==> src/hdl/pba_pkg.sv <==
// Shared types, codes and helpers for the page bitmap allocator.
package pba_pkg;

   // Fixed field widths
   localparam int ADDR_W    = 32;
   localparam int OP_W      = 2;
   localparam int CSR_W     = 32;
   localparam int CSR_IDX_W = 1;
   localparam int BYTES_W   = 8;

   // Parameter defaults
   localparam int MAP_BYTES_DEF  = 128;
   localparam int PAGE_BYTES_DEF = 4096;

   // Request opcodes
   localparam logic [OP_W-1:0] OP_CLEAR   = 2'd0;
   localparam logic [OP_W-1:0] OP_ALLOC   = 2'd1;
   localparam logic [OP_W-1:0] OP_RELEASE = 2'd2;
   localparam logic [OP_W-1:0] OP_ANY     = 2'd3;

   // Register indexes
   localparam logic [CSR_IDX_W-1:0] REG_BASE  = 1'd0;
   localparam logic [CSR_IDX_W-1:0] REG_BYTES = 1'd1;

   // Status codes
   localparam logic STAT_OK   = 1'b0;
   localparam logic STAT_FAIL = 1'b1;

   localparam logic [7:0] FULL_BYTE = 8'hFF;

   typedef struct packed {
      logic [OP_W-1:0]   opcode;
      logic [ADDR_W-1:0] request_address;
   } req_type;

   typedef struct packed {
      logic [ADDR_W-1:0] page_address;
      logic              status;
   } rsp_type;

   // Page lookup result: in range, bit within byte, page start
   typedef struct packed {
      logic              hit;
      logic [2:0]        bit_sel;
      logic [ADDR_W-1:0] start;
   } loc_type;

   // Mask for page j of a byte, MSB first
   function automatic logic [7:0] bit_mask(input logic [2:0] sel);
      bit_mask = 8'h80 >> sel;
   endfunction

   // Lowest page number with its bit set, MSB first
   function automatic logic [2:0] first_free(input logic [7:0] b);
      logic [2:0] r;
      r = 3'd0;
      for (int j = 7; j >= 0; j--) begin
         if (b[7-j]) r = 3'(j);
      end
      first_free = r;
   endfunction

endpackage

==> src/hdl/pba_ram.sv <==
// Generic single-write, single-read RAM with registered read data.
module pba_ram #(
   parameter int WIDTH = 8,
   parameter int DEPTH = 128,
   parameter int AW    = (DEPTH > 1) ? $clog2(DEPTH) : 1
) (
   input  logic             clock,
   input  logic             we,
   input  logic [AW-1:0]    waddr,
   input  logic [WIDTH-1:0] wdata,
   input  logic [AW-1:0]    raddr,
   output logic [WIDTH-1:0] rdata
);

   logic [WIDTH-1:0] mem [DEPTH];
   logic [WIDTH-1:0] rdata_ff;

   always_ff @(posedge clock) begin
      if (we) mem[waddr] <= wdata;
      rdata_ff <= mem[raddr];
   end

   assign rdata = rdata_ff;

endmodule

==> src/hdl/pba_locate.sv <==
// Page lookup for named requests: align, range check, map to byte and bit.
module pba_locate #(
   parameter int MAP_BYTES  = 128,
   parameter int PAGE_BYTES = 4096,
   parameter int IDX_W      = (MAP_BYTES > 1) ? $clog2(MAP_BYTES) : 1,
   parameter int CNT_W      = $clog2(MAP_BYTES + 1)
) (
   input  logic [pba_pkg::ADDR_W-1:0] addr,
   input  logic [pba_pkg::ADDR_W-1:0] base,
   input  logic [CNT_W-1:0]           used,
   output pba_pkg::loc_type           loc,
   output logic [IDX_W-1:0]           idx
);
   import pba_pkg::*;

   localparam int PG_SH = $clog2(PAGE_BYTES);
   localparam logic [ADDR_W-1:0] PG_MASK = ~(ADDR_W'(PAGE_BYTES - 1));

   logic [ADDR_W-1:0] aligned;
   logic [ADDR_W+1:0] limit;
   logic [ADDR_W-1:0] offset;

   // Truncate to page and check [base, base + used*8 pages) in wide math
   always_comb begin
      aligned = addr & PG_MASK;
      limit   = {2'b00, base} + ((ADDR_W+2)'(used) << (PG_SH + 3));
      offset  = aligned - base;
      loc.hit     = (aligned >= base) && ({2'b00, aligned} < limit);
      loc.bit_sel = offset[PG_SH+2:PG_SH];
      loc.start   = aligned;
      idx         = IDX_W'(offset >> (PG_SH + 3));
   end

endmodule

==> src/hdl/page_bitmap_allocator_core.sv <==
// Page bitmap allocator top level: config, sequencer and free-map RAM.
//
//  channel  ports                               handshake
//  -------  ----------------------------------  ------------------------------
//  request  start, busy, req_data               beat taken when start & !busy
//  result   rsp_strobe, rsp_data                one-cycle strobe, no back-pressure
//  config   csr_we, csr_index, csr_wdata        write taken when csr_we
//
// Named allocate/release: lookup, RAM read, write back; an out-of-range address ends after the lookup.
// Allocate-any: one RAM read per byte scanned.
// Mark-all-free: one RAM write per byte in use, then the result beat.
// After reset all MAP_BYTES bytes of the free map are swept to all ones, with busy high.
// busy is low only in idle; results are never held off.
module page_bitmap_allocator_core #(
   parameter int MAP_BYTES  = pba_pkg::MAP_BYTES_DEF,
   parameter int PAGE_BYTES = pba_pkg::PAGE_BYTES_DEF
) (
   input  logic                          clock,
   input  logic                          reset,
   input  logic                          start,
   output logic                          busy,
   input  pba_pkg::req_type              req_data,
   output logic                          rsp_strobe,
   output pba_pkg::rsp_type              rsp_data,
   input  logic                          csr_we,
   input  logic [pba_pkg::CSR_IDX_W-1:0] csr_index,
   input  logic [pba_pkg::CSR_W-1:0]     csr_wdata
);
   import pba_pkg::*;

   localparam int IDX_W = (MAP_BYTES > 1) ? $clog2(MAP_BYTES) : 1;
   localparam int CNT_W = $clog2(MAP_BYTES + 1);
   localparam int PG_SH = $clog2(PAGE_BYTES);

   localparam logic [2:0] S_IDLE = 3'd0;
   localparam logic [2:0] S_FILL = 3'd1;
   localparam logic [2:0] S_LOOK = 3'd2;
   localparam logic [2:0] S_MOD  = 3'd3;
   localparam logic [2:0] S_SCAN = 3'd4;

   // Config registers
   logic [ADDR_W-1:0]  base_ff, base_in;
   logic [BYTES_W-1:0] bytes_ff, bytes_in;

   // Sequencer state
   logic [2:0]        state_ff, state_in;
   logic [OP_W-1:0]   op_ff, op_in;
   logic [ADDR_W-1:0] addr_ff, addr_in;
   logic [CNT_W-1:0]  ptr_ff, ptr_in;
   logic [CNT_W-1:0]  end_ff, end_in;
   logic              init_ff, init_in;
   logic              pend_ff, pend_in;
   logic [IDX_W-1:0]  pidx_ff, pidx_in;
   loc_type           loc_ff, loc_in;
   logic [IDX_W-1:0]  lidx_ff, lidx_in;
   logic              rsp_strobe_ff, rsp_strobe_in;
   rsp_type           rsp_ff, rsp_in;

   // RAM port signals
   logic             ram_we;
   logic [IDX_W-1:0] ram_waddr;
   logic [7:0]       ram_wdata;
   logic [IDX_W-1:0] ram_raddr;
   logic [7:0]       ram_rdata;

   // Lookup and scan helpers
   logic [15:0]       bytes_ext;
   logic [15:0]       used_ext;
   logic [CNT_W-1:0]  used;
   loc_type           loc;
   logic [IDX_W-1:0]  loc_idx;
   logic [2:0]        scan_bit;
   logic [ADDR_W:0]   scan_addr;
   logic [7:0]        lmask;

   pba_ram #(
      .WIDTH (8),
      .DEPTH (MAP_BYTES),
      .AW    (IDX_W)
   ) u_map (
      .clock (clock),
      .we    (ram_we),
      .waddr (ram_waddr),
      .wdata (ram_wdata),
      .raddr (ram_raddr),
      .rdata (ram_rdata)
   );

   pba_locate #(
      .MAP_BYTES  (MAP_BYTES),
      .PAGE_BYTES (PAGE_BYTES),
      .IDX_W      (IDX_W),
      .CNT_W      (CNT_W)
   ) u_locate (
      .addr (addr_ff),
      .base (base_ff),
      .used (used),
      .loc  (loc),
      .idx  (loc_idx)
   );

   // Bytes in use, clamped to the map size
   always_comb begin
      bytes_ext = 16'(bytes_ff);
      used_ext  = (bytes_ext > 16'(MAP_BYTES)) ? 16'(MAP_BYTES) : bytes_ext;
      used      = used_ext[CNT_W-1:0];
   end

   // Scan: first free page in the byte just read and its address
   always_comb begin
      scan_bit  = first_free(ram_rdata);
      scan_addr = {1'b0, base_ff} + ((ADDR_W+1)'({pidx_ff, scan_bit}) << PG_SH);
      lmask     = bit_mask(loc_ff.bit_sel);
   end

   // Config writes
   always_comb begin
      base_in  = base_ff;
      bytes_in = bytes_ff;
      if (csr_we) begin
         case (csr_index)
            REG_BASE:  base_in  = csr_wdata;
            REG_BYTES: bytes_in = csr_wdata[BYTES_W-1:0];
            default: ;
         endcase
      end
   end

   // Sequencer
   always_comb begin
      state_in      = state_ff;
      op_in         = op_ff;
      addr_in       = addr_ff;
      ptr_in        = ptr_ff;
      end_in        = end_ff;
      init_in       = init_ff;
      pend_in       = 1'b0;
      pidx_in       = pidx_ff;
      loc_in        = loc_ff;
      lidx_in       = lidx_ff;
      rsp_strobe_in = 1'b0;
      rsp_in        = rsp_ff;
      ram_we        = 1'b0;
      ram_waddr     = ptr_ff[IDX_W-1:0];
      ram_wdata     = FULL_BYTE;
      ram_raddr     = ptr_ff[IDX_W-1:0];

      case (state_ff)
         S_IDLE: begin
            if (start) begin
               op_in   = req_data.opcode;
               addr_in = req_data.request_address;
               ptr_in  = '0;
               end_in  = used;
               rsp_in  = '{page_address: '0, status: STAT_OK};
               case (req_data.opcode)
                  OP_CLEAR: begin
                     if (used == '0) rsp_strobe_in = 1'b1;
                     else            state_in      = S_FILL;
                  end
                  OP_ALLOC, OP_RELEASE: state_in = S_LOOK;
                  OP_ANY: begin
                     if (used == '0) begin
                        rsp_in.status = STAT_FAIL;
                        rsp_strobe_in = 1'b1;
                     end else begin
                        state_in = S_SCAN;
                     end
                  end
                  default: ;
               endcase
            end
         end

         // Write all ones over [0, end)
         S_FILL: begin
            ram_we = 1'b1;
            ptr_in = ptr_ff + 1'b1;
            if (ptr_in == end_ff) begin
               state_in = S_IDLE;
               init_in  = 1'b0;
               if (!init_ff) begin
                  rsp_in        = '{page_address: '0, status: STAT_OK};
                  rsp_strobe_in = 1'b1;
               end
            end
         end

         // Range check, issue the byte read
         S_LOOK: begin
            loc_in    = loc;
            lidx_in   = loc_idx;
            ram_raddr = loc_idx;
            if (loc.hit) begin
               state_in = S_MOD;
            end else begin
               state_in      = S_IDLE;
               rsp_in        = '{page_address: '0,
                                 status: (op_ff == OP_ALLOC) ? STAT_FAIL : STAT_OK};
               rsp_strobe_in = 1'b1;
            end
         end

         // Read-modify-write of the named byte
         S_MOD: begin
            state_in      = S_IDLE;
            rsp_strobe_in = 1'b1;
            ram_waddr     = lidx_ff;
            if (op_ff == OP_ALLOC) begin
               ram_wdata = ram_rdata & ~lmask;
               if ((ram_rdata & lmask) != 8'h00) begin
                  ram_we = 1'b1;
                  rsp_in = '{page_address: loc_ff.start, status: STAT_OK};
               end else begin
                  rsp_in = '{page_address: '0, status: STAT_FAIL};
               end
            end else begin
               ram_we    = 1'b1;
               ram_wdata = ram_rdata | lmask;
               rsp_in    = '{page_address: '0, status: STAT_OK};
            end
         end

         // One byte read per cycle; check the byte read last cycle
         S_SCAN: begin
            if (ptr_ff != end_ff) begin
               pend_in = 1'b1;
               pidx_in = ptr_ff[IDX_W-1:0];
               ptr_in  = ptr_ff + 1'b1;
            end
            if (pend_ff && ram_rdata != 8'h00) begin
               pend_in       = 1'b0;
               state_in      = S_IDLE;
               rsp_strobe_in = 1'b1;
               if (!scan_addr[ADDR_W]) begin
                  ram_we    = 1'b1;
                  ram_waddr = pidx_ff;
                  ram_wdata = ram_rdata & ~bit_mask(scan_bit);
                  rsp_in    = '{page_address: scan_addr[ADDR_W-1:0], status: STAT_OK};
               end else begin
                  rsp_in = '{page_address: '0, status: STAT_FAIL};
               end
            end else if (ptr_ff == end_ff && (pend_ff || end_ff == '0)) begin
               state_in      = S_IDLE;
               rsp_strobe_in = 1'b1;
               rsp_in        = '{page_address: '0, status: STAT_FAIL};
            end
         end

         default: state_in = S_IDLE;
      endcase
   end

   // Control registers
   always_ff @(posedge clock) begin
      if (reset) begin
         state_ff      <= S_FILL;
         init_ff       <= 1'b1;
         ptr_ff        <= '0;
         end_ff        <= CNT_W'(MAP_BYTES);
         pend_ff       <= 1'b0;
         rsp_strobe_ff <= 1'b0;
         base_ff       <= '0;
         bytes_ff      <= BYTES_W'(128);
      end else begin
         state_ff      <= state_in;
         init_ff       <= init_in;
         ptr_ff        <= ptr_in;
         end_ff        <= end_in;
         pend_ff       <= pend_in;
         rsp_strobe_ff <= rsp_strobe_in;
         base_ff       <= base_in;
         bytes_ff      <= bytes_in;
      end
   end

   // Payload registers
   always_ff @(posedge clock) begin
      op_ff   <= op_in;
      addr_ff <= addr_in;
      pidx_ff <= pidx_in;
      loc_ff  <= loc_in;
      lidx_ff <= lidx_in;
      rsp_ff  <= rsp_in;
   end

   assign busy       = (state_ff != S_IDLE);
   assign rsp_strobe = rsp_strobe_ff;
   assign rsp_data   = rsp_ff;

endmodule
==> config.mk <==
export PLATFORM = sky130hd
export DESIGN_NAME = page_bitmap_allocator_core
export DESIGN_NICKNAME = d
export VERILOG_FILES = /design/src/hdl/pba_pkg.sv /design/src/hdl/pba_ram.sv /design/src/hdl/pba_locate.sv /design/src/hdl/page_bitmap_allocator_core.sv
export SDC_FILE = /design/constraint.sdc
export NUM_CORES = 2
export LEC_CHECK = 0
export BUFFER_PORTS_ARGS = -buffer_cell sky130_fd_sc_hd__buf_2
export CAP_MARGIN = 5
export CORE_ASPECT_RATIO = 0.8
export CORE_MARGIN = 3
export CORE_UTILIZATION = 40
export CTS_BUF_LIST = sky130_fd_sc_hd__clkbuf_2
export DETAILED_ROUTE_END_ITERATION = 8
export MAX_ROUTING_LAYER = met4
export PLACE_DENSITY = 0.64
export SLEW_MARGIN = 25
export SYNTH_ARGS = -nofsm -noshare
export SYNTH_HDL_FRONTEND = slang
export SYNTH_SLANG_ARGS = --single-unit
export TNS_END_PERCENT = 5
==> constraint.sdc <==
create_clock -name clock -period 12.73 [get_ports clock]
set_input_delay 0.6365 -clock clock [delete_from_list [all_inputs] [get_ports clock]]
set_output_delay 0.6365 -clock clock [all_outputs]
set_load 0.005 [all_outputs]
==> impl_results.md <==
* WS Path Type: reg2reg
* Slew headroom at 28.2%
* Final GP Congestion at 0.842
* CTS Buf Count at 294
* Row count at 115
* EDFF count, synth at 1116
* Via density at 5.56
* Nets at 4312
* Crit path cell chain: inv_1 > a21oi_1 > nor2_1 > o21bai_1 > a21oi_1 > ha_1 > fa_1 > a21o_1 > a21oi_1 > o21bai_1 > a21oi_1 > o21ai_1 > a211oi_1 > or3_1 > and2_1 > buf_4 > a221o_1 > nand4_1 > nor2_1
* CTS resizes at 0
* Clock latency on the worst-skew pair at 1.49 ns
* Initial core utilization at 40.4%
* Seq/Total Area, Yosys at 70.2%
* H-tree Lvls at 5
* Initial DRT Pass Iterations at 6
* Final setup violation count at 0
* CTS tree: built
* DRC at 0
* Die width at 400 um
* Number of routed nets with antenna violations at 0
* Syn_nets at 3918
* Hpwl dp at 76800 um
* Global-route wire length before repair at 199000 um
* Minimum clock period at 7.20 ns
* Largest net degree at the start of global routing at 161
* Share of cells above drive strength 1 at 15.6%
* Grt ovf at 0
* Initial antenna violation count at 6
* Root Buffer Master: clkbuf_2
* Cell count after synthesis at 3786
* WL final at 133000 um
* TritonCTS Sinks at 1186
* FF-to-FF End: u_map.mem[103][4]$_DFFE_PP_
* Clock Path Buffers at 4
* Crit-path most repeated cell: a21oi_1
* Fin crit share at 56.5%
* RR Startpoint: u_map.rdata[1]$_DFF_P_
* Multi-input gate area at 0.0138 mm^2
* Fmax at 0.139 GHz
* Area Overhead vs Synth at 12.5%
* PnR Total Power at 0.00698 W
* Clock transition at path regs at 0.11 ns
* IO buf count at 93
* Hold Crit Depth at 5
* LEAKAGE at 21.0 nW
* Ys flop type: edfxtp_1
* Status: finished, final reports clean
* Syn avg cell area at 13.1 um^2
* Core footprint at 0.123 mm^2
* Worst vdd ir at 0.0836 mV
* WP buf/inv at 2
* Io pins at 106
* Max Cap Violations at 0
* Setup TNS at 0 ns
* Avg WL per Cell at 22.3 um
* Crit path DAT at 8.20 ns
* R2R cell count at 19
* R2R setup slack at 5.53 ns
* Critical-path top delay cell: nor2_1
* FILL cells at 11047
* Die Span Y at 321 um
* Die area at 0.129 mm^2
* Register Area at 0.0349 mm^2
* Yosys reg bits at 1186
* Hold violation total from the final report at 0
* Asr flop ratio synth at 0%
* CP delay by family, top: simple AND/OR/NAND/NOR gates
* Vias in the first global route at 32087
* Post-synthesis cell type count at 76
* # hold bufs at CTS at 169
* Total global-route track usage at 21.0%
* Detailed-route via count at 33315
* Crit path largest cell delay at 0.86 ns
* DRT iter0 DRCs at 3783
* Hold Path Origin: req_data[33]
* Hold crit path type: in2reg
* PwrDens at 125 mW/mm^2
* Fin util at 45.4%
* Crit path max fanout at 16
* RSZ-0062 raised after global routing: false
* Yosys warns at 0
* CP startpoint kind: flop
* Buffer count from post-CTS setup fixing at 0
* Worst EP required at 13.73 ns
* Synth Cell Area at 0.0497 mm^2
* CP Capture Type: flop
* Worst-margin pin slew at 1.08 ns
* Clock skew at 0.141 ns
* Worst hold path endpoint: state_ff[1]$_SDFFE_PP0P_
* Slew Viols, Final at 0
[layer usage]
| metal | vias to the layer above | track usage, % | wire length (um) |
|---|---|---|---|
| met4 | 0 | 7.39 | 2980 |
| met1 | 16352 | 29.5 | 57900 |
| met2 | 1731 | 29.8 | 59400 |
| li1 | 14990 | - | - |
| met5 | - | - | 0 |
| met3 | 242 | 4.98 | 13200 |
[cells in the mapped netlist, types with 5 or more instances]
library cell  count  share of area [%]
nor4_1           31               0.39
xor2_1           15               0.26
nand2_1         828                6.2
a22o_1            7               0.12
buf_4             7               0.11
a22oi_1           5              0.075
a32oi_1           6               0.11
o21a_1            7               0.11
buf_2            83               0.84
buf_1            10              0.075
ha_1             59                1.5
nand4_1          32               0.40
nor2b_1          20               0.25
a221o_1           7               0.14
o21bai_1          7               0.11
nand2b_1         13               0.16
a211o_1           6               0.11
a311oi_1         22               0.39
o211ai_1         12               0.18
mux2i_1         109                2.2
o21ai_0          54               0.54
mux4_2           63                2.9
a21oi_1         166                1.7
a211oi_1         12               0.18
or3_1             8               0.10
o2111ai_1         5              0.088
edfxtp_1       1116                 67
xnor2_1          39               0.69
o22ai_1          29               0.36
clkbuf_1        115               0.87
a31oi_1          23               0.29
dfxtp_1          70                2.8
inv_1            48               0.36
nand3_1         389                3.9
nor3_1           30               0.30
a21o_1           13               0.20
and3_1           53               0.67
nor2_1          189                1.4
[worst register-to-register path, delay by kind of cell (launching register included)]
kind | cells | cell delay [ns]
simple gates | 5 | 2.67
compound gates | 10 | 2.62
fa+ha+maj | 2 | 0.64
flops | 1 | 0.41
buf+inv | 2 | 0.40
[placed cells by master, fill, tap and decap left out, types with 59 or more instances in the layout]
cell / n
nand3_1: 389
a21oi_1: 165
clkbuf_2: 426
dfxtp_1: 70
nand2_1: 825
dlygate4sd3_1: 169
mux4_2: 63
nor2_1: 189
edfxtp_1: 1116
mux2i_1: 108
ha_1: 59
buf_2: 93
[registers in the layout, summed over array words and instances (netlist names)]
register / count
lidx_ff: 7
end_ff: 8
op_ff: 2
bytes_ff: 8
rsp_strobe: 1
init_ff: 1
ptr_ff: 8
state_ff: 3
addr_ff: 20
pidx_ff: 7
u_map.mem: 1024
loc_ff: 23
u_map.rdata: 8
pend_ff: 1
base_ff: 32
rsp_data: 33
[how the worst max path moves through the flow]
stage	start	to	cells past startpoint
final	u_map.rdata[1]$_DFF_P_	u_map.mem[103][4]$_DFFE_PP_	19
after global routing	u_map.rdata[1]$_DFF_P_	u_map.mem[103][4]$_DFFE_PP_	19
after CTS	u_map.rdata[1]$_DFF_P_	u_map.mem[119][1]$_DFFE_PP_	19
after detailed placement	u_map.rdata[1]$_DFF_P_	u_map.mem[123][4]$_DFFE_PP_	19
after global placement	u_map.rdata[1]$_DFF_P_	u_map.mem[118][4]$_DFFE_PP_	19
after floorplan	state_ff[2]$_SDFFE_PP0P_	u_map.mem[0][2]$_DFFE_PP_	7
[area by class of cell]
type                            count  share of cell area [%]
Inverter                           50                   0.335
Clock buffer                      426                    3.81
Timing Repair Buffer              317                    4.72
Antenna cell                        7                  0.0313
Tap cell                         1638                    3.66
Multi-Input combinational cell   2331                    24.8
Sequential cell                  1186                    62.4
Clock inverter                     40                   0.273
[kinds of logic after synthesis]
family                   Yosys count  share of synthesized area [%]
adder cells (fa/ha/maj)           61                           1.56
flip-flops                      1186                           70.2
buffers and inverters            269                           2.34
AND/OR/NAND/NOR                 1617                           14.2
AO/OA/AOI/OAI                    423                           5.58
multiplexers                     176                           5.14
XOR/XNOR                          54                          0.951
[where the power goes]
group | total, W | switching, W | leakage [nW] | internal, W
Clock | 0.00235 | 0.00147 | 1.85 | 0.000873
Combinational | 0.000415 | 0.000278 | 6.03 | 0.000137
Sequential | 0.00422 | 0.0000143 | 13.1 | 0.00421
Total | 0.00698 | 0.00177 | 21.0 | 0.00522
[through the flow]
stage                     instances  cell area (um^2)  setup slack, ns  hold WS [ns]
final                          5995             55900             5.53         0.244
after global routing           5995             55900             5.32         0.135
after CTS                      5988             55900             5.72      0.000694
after detailed placement       5353             51900             5.81         0.462
after global placement         5351             51900             5.93         0.456
after floorplan                3786             49700             1.38         0.406
Power figures use the tool's default switching activity.
